[config.mk]
export PLATFORM = sky130hd
export DESIGN_NAME = ufsc_frame_check
export DESIGN_NICKNAME = d
export VERILOG_FILES = /design/src/design/ufsc_pkg.sv /design/src/design/ufsc_frame_check.sv
export SDC_FILE = /design/constraint.sdc
export NUM_CORES = 1
export LEC_CHECK = 0
export ABC_AREA = 1
export BUFFER_PORTS_ARGS = -buffer_cell sky130_fd_sc_hd__buf_2
export CAP_MARGIN = 20
export CORE_MARGIN = 5
export CORE_UTILIZATION = 36
export DETAILED_ROUTE_END_ITERATION = 10
export GPL_TIMING_DRIVEN = 0
export PLACE_DENSITY = 0.8
export SLEW_MARGIN = 20
export SYNTH_ARGS = -nofsm -noshare
export SYNTH_HDL_FRONTEND = slang
export SYNTH_SLANG_ARGS = --single-unit
[constraint.sdc]
create_clock -name vclk -period 3.9
set_input_delay 0.78 -clock vclk [all_inputs]
set_output_delay 0.78 -clock vclk [all_outputs]
set_load 0.02 [all_outputs]
[src/design/ufsc_pkg.sv]
// Shared types and constants for the frame sync checker.
// No dependencies; imported by ufsc_frame_check and usart_frame_sync_checker.
package ufsc_pkg;

  localparam int WIN_DEPTH = 7;
  localparam int FILL_W    = 3;
  localparam int CFG_IDX_W = 8;
  localparam int CFG_DAT_W = 8;

  typedef logic [7:0]        data8_t;
  typedef logic [FILL_W-1:0] fill_t;
  typedef logic [CFG_IDX_W-1:0] cfg_idx_t;

  // entry 0 is the oldest byte
  typedef data8_t [WIN_DEPTH-1:0] win_t;

  localparam cfg_idx_t CFG_HEADER = cfg_idx_t'(0);
  localparam cfg_idx_t CFG_TAIL   = cfg_idx_t'(1);

  localparam data8_t HEADER_RESET = 8'h55;
  localparam data8_t TAIL_RESET   = 8'hbb;
  localparam fill_t  FILL_FULL    = fill_t'(WIN_DEPTH);

  typedef struct packed {
    logic         frame_ok;
    data8_t [3:0] payload;
    data8_t       address_byte;
  } res_t;

endpackage

[src/design/ufsc_frame_check.sv]
// Frame match logic: header, tail and additive checksum over the window.
// Depends on ufsc_pkg.
module ufsc_frame_check
  import ufsc_pkg::*;
(
  input  win_t   window,
  input  fill_t  fill,
  input  data8_t cur_byte,
  input  data8_t header_value,
  input  data8_t tail_value,
  output res_t   res
);

  logic   full;
  data8_t sum;

  assign full = (fill >= FILL_FULL);
  assign sum  = window[2] + window[3] + window[4] + window[5];

  always_comb begin
    res = '0;
    if (full) begin
      res.address_byte = window[1];
      res.payload[0]   = window[2];
      res.payload[1]   = window[3];
      res.payload[2]   = window[4];
      res.payload[3]   = window[5];
      res.frame_ok     = (window[0] == header_value) && (cur_byte == tail_value) &&
                         (sum == window[6]);
    end
  end

endmodule

==> results.toml <==
[outcome]
status = "finished, violations left"
failed_checks = "negative setup slack"

[hold_path]
hp-class = "in2out"

[die]
die_h_um = 72.6
rows = 22
pin_count = 124
die_w_um = 72.6
dieArea_um2 = 5270
core-area_um2 = 3720
initial_utilization_pct = 38.0

[logic_synthesis]
ys_seq_area_share_pct = 0
synth_top_area_share_pct = 23.4
synth-warning-count = 0
synth_area_um2 = 1410
synth_cell_types = 18
syn_area_per_cell_um2 = 5.15
synth_top_cell_by_area = "inv_1"
syn_nets = 378
synth.most_common_cell = "inv_1"
synth_common_cells = "inv_1 (88), nor2_1 (69), nand2_1 (65)"
synth_cells = 274
synth.area.top_cells = "inv_1 (23%), fa_1 (20%), nor2_1 (18%)"

[finish]
multiInputGateArea_um2 = 1090
layout.nets = 504
seq_cells = 0
drive_above_1_share_pct = 33.2
antennaDiodeCount = 0
area_growth_pct = 50.9
nFillCells = 379
final.clkbuf_count = 0
regArea_um2 = 0

[placement]
place_ws_ns = -0.545
io_buffers = 124
place.gp.congestion = 0.814
dp_hpwl_mm = 3.74

[clocking]
cts_setup_buffers = 0
postCtsHoldBufs = 0

[worst_setup_path]
critPathBufInv = 5
critPathCaptureType = "primary output"
worst_setup_path_start_kind = "input port"
required_ns = 3.12
worst_ep_arrival_time_ns = 3.51
worst-path-max-fanout = 3
path_cells = "buf_6 > fa_1 > inv_1 > fa_1 > inv_2 > ha_4 > fa_1 > nand2_1 > inv_1 > nor2_1 > nor2_1 > nand2_1 > nor2_2 > nand3_2 > nor2_1 > nand4_1 > nor2_4 > buf_6"
crit_slowest_cell = "fa_1"
path_delay_family = "adder cells"
cpPeakStageDelay_ns = 0.52
worstSetupPathType = "in2out"

[grt]
grt_max_degree = 11
grt_pass1_vias = 1673
grt_pass1_wl_mm = 6.29
antenna_found_initial = 0
track_usage_pct = 13.7
grt_remaining_overflow = 0

[drt]
remaining_drc_errors = 0
drt_first_pass_iters = 4
viasPerCell = 4.15
drt_iter0_drc = 32
finalWirelength_mm = 3.99
ant_nets = 0
num_vias = 1851
wl_per_cell_um = 8.94

[timing]
period_minus_slack_ns = 4.29
finalWorstSetupSlack_ns = -0.392
final_hold_viol_count = 0
period_share_pct = 110
fmax_mhz = 233
grt_setup_unrepaired = "yes"
slew_headroom_pct = 67.7
tightest_slew_ns = 0.485
setup_viol = 1
whs_ns = 1.87
slew_violations = 0

[pwr]
leakagePower_nw = 1.58
ir_drop_mv = 0.120
power_density_nw_per_um2 = 180

[job]
cap_violations = 0
through the flow:
step	instances	TNS, ns	area (um2)	total power [mW]	util, %
global placement	446	-0.562	2100	0.372	56.6
CTS	446	-0.417	2120	0.390	57.2
global route	446	-0.621	2130	0.446	57.3
finish	446	-0.392	2130	0.383	57.3
detailed placement	446	-0.545	2100	0.383	56.6
floorplan	274	-0.207	1420	0.278	-
per-layer routing:
metal	vias to the layer above	wire, um	GRT usage, %
li1	1007	-	-
met3	0	574	3.03
met2	75	1970	28.2
met1	769	1440	14.9
met4	0	0	0
met5	-	0	0
tightest hold or removal path, stage by stage:
cell and delay, ns:
buf_2 0.09, inv_1 0.04, nor2_1 0.03, buf_2 0.14
area by class of cell:
cell class         instances  area share, %
inverters                 88           15.5
plain buffers              4          0.705
well taps                 48           2.82
repair buffers           124           29.7
multi-input cells        182           51.2
logic make-up after synthesis:
logic type	share of synthesized area, %
buffers and inverters	24.5
and+or+nand+nor	41.0
xor gates and xnor gates	5.94
AOI/OAI and AO/OA	2.48
adders and majority gates	26.1
timing repair:
| action | in CTS | in global routing |
|---|---|---|
| endpoints found under the setup margin | 1 | 1 |
| pin swaps | 3 | 0 |
| endpoints found under the hold margin | 0 | 0 |
| gates resized for setup | 5 | 1 |
report_power, final:
group | internal [mW] | switching (mW)
combinational | 0.172 | 0.211
sequential | 0 | 0
clock | 0 | 0
final timing paths:
check                   from  cells after the start  endpoint  slack [ns]
setup / recovery  window[17]                     18   res[40]       -0.39
hold / removal    window[14]                      4    res[6]        1.87
placed cells by master, fill, tap and decap left out:
cell type  Yosys  final
a21oi_1        3      3
a21oi_2        1      1
a31oi_1        1      1
buf_2          0    122
buf_6          0      2
clkbuf_1       4      4
fa_1          14     14
ha_1           7      6
ha_4           0      1
inv_1         88     87
inv_2          0      1
nand2_1       65     65
nand3_1        5      4
nand3_2        0      1
nand3b_1       1      1
nand4_1        3      3
nor2_1        69     68
nor2_2         3      3
nor2_4         0      1
o21ai_1        1      1
or2_1          1      1
xnor2_1        5      5
xnor3_1        1      1
xor2_1         2      2
Power figures use the tool's default switching activity.
